`src/design/cdrb_pkg.sv`:
```
// ----------------------------------------------------------------------------
// cdrb_pkg: shared types and constants of the chunk-drop byte ring buffer
// Holds the input item and result structs, opcode and status codes, and the
// default sizes handed to the top level.
// ----------------------------------------------------------------------------
`default_nettype none

package cdrb_pkg;

	// default sizes
	localparam int unsigned DEPTH_DEF        = 4096;
	localparam int unsigned MAX_READ_RUN_DEF = 64;

	// opcodes as they arrive on the input stream
	localparam logic [1:0] OP_WRITE  = 2'd0;
	localparam logic [1:0] OP_READ   = 2'd1;
	localparam logic [1:0] OP_CLEAR  = 2'd2;
	localparam logic [1:0] OP_IGNORE = 2'd3;

	// result status codes
	localparam logic [2:0] STAT_READ_BYTE  = 3'd0;
	localparam logic [2:0] STAT_CHUNK_OK   = 3'd1;
	localparam logic [2:0] STAT_CHUNK_DROP = 3'd2;
	localparam logic [2:0] STAT_READ_EMPTY = 3'd3;
	localparam logic [2:0] STAT_CLEARED    = 3'd4;

	// item kind after classification in the front end
	typedef enum logic [1:0] {
		KIND_WRITE = 2'd0,
		KIND_READ  = 2'd1,
		KIND_CLEAR = 2'd2
	} kind_t;

	// one queued item
	typedef struct packed {
		kind_t       kind;
		logic [7:0]  data_byte;
		logic [11:0] length;
		logic        first_of_chunk;
		logic        last_of_chunk;
	} item_t;

	// one result beat
	typedef struct packed {
		logic [7:0]  read_byte;
		logic [2:0]  status;
		logic        run_last;
		logic [11:0] used_count;
		logic [31:0] dropped_total;
	} result_t;

endpackage

`default_nettype wire

```
`src/design/cdrb_front.sv`:
```
// ----------------------------------------------------------------------------
// cdrb_front: input beat classification and item queue
// Decodes the opcode of each accepted beat, drops unknown opcodes, and keeps
// up to two items queued for the back end.
// ----------------------------------------------------------------------------
`default_nettype none

module cdrb_front (
	input  wire               clk,
	input  wire               arst_n,
	input  wire               in_valid,
	output logic              in_ready,
	input  wire [1:0]         in_op,
	input  wire [7:0]         in_data_byte,
	input  wire [11:0]        in_length,
	input  wire               in_first,
	input  wire               in_last,
	output logic              item_valid,
	output cdrb_pkg::item_t   item,
	input  wire               item_pop
);

	logic [1:0]      cnt_q;
	logic            wp_q;
	logic            rp_q;
	cdrb_pkg::item_t slot_q [2];
	cdrb_pkg::item_t new_item;
	logic            keep;
	logic            push;

	// opcode decode
	always_comb begin
		new_item.data_byte      = in_data_byte;
		new_item.length         = in_length;
		new_item.first_of_chunk = in_first;
		new_item.last_of_chunk  = in_last;
		new_item.kind           = cdrb_pkg::KIND_WRITE;
		keep                    = 1'b1;
		unique case (in_op)
			cdrb_pkg::OP_WRITE: new_item.kind = cdrb_pkg::KIND_WRITE;
			cdrb_pkg::OP_READ:  new_item.kind = cdrb_pkg::KIND_READ;
			cdrb_pkg::OP_CLEAR: new_item.kind = cdrb_pkg::KIND_CLEAR;
			default:            keep          = 1'b0;
		endcase
	end

	assign in_ready   = (cnt_q != 2'd2);
	assign push       = in_valid && in_ready && keep;
	assign item_valid = (cnt_q != 2'd0);
	assign item       = slot_q[rp_q];

	// queue pointers and fill count
	always_ff @(posedge clk or negedge arst_n) begin
		if (!arst_n) begin
			cnt_q <= 2'd0;
			wp_q  <= 1'b0;
			rp_q  <= 1'b0;
		end else begin
			if (push) begin
				wp_q <= ~wp_q;
			end
			if (item_pop) begin
				rp_q <= ~rp_q;
			end
			if (push && !item_pop) begin
				cnt_q <= cnt_q + 2'd1;
			end else if (!push && item_pop) begin
				cnt_q <= cnt_q - 2'd1;
			end
		end
	end

	// queue slots
	always_ff @(posedge clk) begin
		if (push) begin
			slot_q[wp_q] <= new_item;
		end
	end

endmodule

`default_nettype wire

```
`config.mk`:
```
export PLATFORM = sky130hd
export DESIGN_NAME = cdrb_front
export DESIGN_NICKNAME = d
export VERILOG_FILES = /design/src/design/cdrb_pkg.sv /design/src/design/cdrb_front.sv
export SDC_FILE = /design/constraint.sdc
export NUM_CORES = 1
export LEC_CHECK = 0
export BUFFER_PORTS_ARGS = -buffer_cell sky130_fd_sc_hd__buf_2
export CAP_MARGIN = 25
export CORE_MARGIN = 2
export CORE_UTILIZATION = 55
export DETAILED_ROUTE_END_ITERATION = 8
export PLACE_DENSITY = 0.83
export SLEW_MARGIN = 30
export SYNTH_ARGS = -nofsm -noshare
export SYNTH_HDL_FRONTEND = slang
export SYNTH_SLANG_ARGS = --single-unit
```
`constraint.sdc`:
```
create_clock -name clk -period 3.04 [get_ports clk]
set_input_delay 0.152 -clock clk [delete_from_list [all_inputs] [get_ports clk]]
set_output_delay 0.152 -clock clk [all_outputs]
set_load 0.1 [all_outputs]
```
==> impl_metrics.yaml <==
setup_path:
  critPathArrivalTime_ns: 1.83
  path_cells: "buf_12, mux2_2, buf_2"
  crit_type: "reg -> out"
  max_stage_delay_ns: 0.64
  crit_required_ns: 2.89
  slowest_stage: "dfrtp_1"
  worstSetupStartpointType: "flip-flop"
  path_max_fanout: 18
  cp-end-kind: "output port"
global_route:
  antenna_found_initial: 0
  grt_pass1_wl_um: 5000
  grt_max_degree: 19
  grt_pass1_vias: 1116
  grt_use_total: 0.165
  grt.overflow.total: 0
drt:
  routed_via_density: 4.90
  drt-total-wl_um: 3110
  dr_wl_met3_um: 215
  drtPass1Iterations: 4
  dr.max_layer_used: "met4"
  wl_met2_um: 1590
  wl_per_cell_um: 15.0
  vias: 1014
  drt-met1-wl_um: 1280
  antenna_left: 0
  drtIter0Drc: 21
  post-route-drc-count: 0
die:
  initial_core_util: 0.565
  chipWidth_um: 65.1
  rows: 22
  core_sq_mm: 0.00363
  ioPinCount: 54
  die_height_um: 65.1
  fp.dieArea_sq_mm: 0.00424
synth:
  ys_top_cells_by_area: "edfxtp_1 70%, mux2_4 14%, dfrtp_1 4.9%"
  synth.yosys.warnings: 0
  ys_seq_area_frac: 0.750
  synth_top_area_frac: 0.702
  yosys.cell_types.count: 16
  synth_seq_cells: 52
  syn_area_per_cell_sq_um: 21.2
  synth_area_sq_mm: 0.00205
  synth_top_area_cell: "edfxtp_1"
  syn-num-nets: 126
  synthCells: 97
clocking:
  clkSinkCount: 52
  clk_path_buf_depth: 2
  root_buffer: "clkbuf_8"
  numCtsBuffers: 5
  cts_tree: "done"
  htreeDepth: 2
  cts.clk_slew.worst_paths_ns: 0.08
  cts_resized: 0
  insertion_delay_ns: 0.30
  postCtsSetupBuffers: 0
flow_run:
  max_cap_violations: 0
final_layout:
  syn2layout_area_growth_pct: 20.1
  regArea_sq_mm: 0.00154
  fin_nets: 187
  num_antenna_cells: 0
  drive_above_1_share: 0.579
  fillers: 277
  multi_input_area_sq_um: 455
  final_cell_count_no_fill: 207
timing:
  finClkSkew_ns: 0.00547
  fin_crit_sh: 0.652
  setup_viol: 0
  rsz0062_at_grt: "no"
  fin_crit_ns: 1.98
  hold_viol_final: 0
  max-slew-margin-rel: 0.673
  fin_tns_setup_ns: 0
  drv_slew: 0
  fmax_mhz: 505
  worstMarginPinSlew_ns: 0.494
placement:
  dp_hpwl_um: 2250
  port-buffer-count: 53
  placedCellCount: 198
  gp_congestion: 0.694
worst_hold_path:
  hp-class: "in -> reg"
outcome:
  outcome: "complete, no violations"
-- worst max-delay path: cells and delay by family (launching register included) --
kind | cells | cell delay [ns]
flops | 1 | 0.64
buf+inv | 2 | 0.53
mux | 1 | 0.35
-- through the flow --
step	utilization	worst slack (ns)	instance area, sq um	hold WS (ns)
after floorplan	-	0.500	2050	-0.144
after global placement	0.652	1.39	2370	-0.0385
after detailed placement	0.652	1.30	2370	-0.0314
after CTS	0.679	1.02	2470	0.0293
after global routing	0.679	0.959	2470	0.0315
final	0.679	1.06	2470	0.0436
-- layout make-up --
cell class                 count  area share
timing repair buffer          57       0.126
inverter                       3     0.00456
multi-input combinational     39       0.185
tap                           48      0.0243
sequential                    52       0.625
clock buffer                   6      0.0294
clock inverter                 2     0.00659
-- per-layer routing --
layer / vias up / track usage
met5: - / 0
li1: 484 / -
met2: 40 / 0.293
met3: 3 / 0.0462
met1: 487 / 0.189
met4: 0 / 0.0703
-- cell families after synthesis --
| kind of cell | Yosys count | share of synthesized area |
|---|---|---|
| buf+inv | 6 | 0.0305 |
| xor+xnor | 5 | 0.0213 |
| simple gates | 9 | 0.0256 |
| fa+ha+maj | 1 | 0.00609 |
| mux | 24 | 0.166 |
| flops | 52 | 0.750 |
-- synth_stat cells --
master	count
mux2_2	5
ha_1	1
nand2b_2	1
or2_2	1
buf_12	2
nor2b_1	2
mux2_4	19
nand2_1	1
nor2_1	3
xnor2_1	2
inv_1	3
edfxtp_1	48
dfrtp_1	4
nand3_2	1
xor2_1	3
buf_6	1
-- registers in the layout, summed over array words and instances, names as in the netlist --
name    cells
wp_q        1
slot_q     48
cnt_q       2
rp_q        1
-- cells in the final DEF, fill, tap and decap left out --
cell,Yosys,routed
buf_12,2,1
buf_2,0,53
buf_4,0,2
clkbuf_1,0,1
clkbuf_8,0,5
clkinv_4,0,1
clkinvlp_4,0,1
dfrtp_1,4,4
dlygate4sd3_1,0,1
edfxtp_1,48,48
ha_1,1,1
inv_1,3,3
mux2_2,5,5
mux2_4,19,19
nand2_1,1,1
nand2b_2,1,1
nand3_2,1,1
nor2_1,3,1
nor2_2,0,2
nor2b_1,2,2
or2_2,1,1
xnor2_1,2,2
xor2_1,3,3
-- what timing repair did --
action | in CTS | in global routing
hold buffers | 1 | 0
setup endpoints to repair | 0 | 0
endpoints found under the hold margin | 4 | 0
-- final timing paths --
path,slack (ns),to,start,cells after the start
max in group asynchronous,2.71,rp_q$_DFFE_PN0P_,arst_n,2
hold / removal,0.04,slot_q[1][20]$_DFFE_PP_,in_data_byte[6],1
min in group asynchronous,0.19,cnt_q[1]$_DFFE_PN0P_,arst_n,2
setup reg to reg,1.33,slot_q[0][16]$_DFFE_PP_,cnt_q[0]$_DFFE_PN0P_,4
hold reg to reg,0.53,wp_q$_DFFE_PN0N_,wp_q$_DFFE_PN0N_,1
setup / recovery,1.06,item[0],rp_q$_DFFE_PN0P_,3
Power is left out: the tool's default activity adds up to more than one toggle a clock period on the data nets, which glitch-free logic cannot reach.
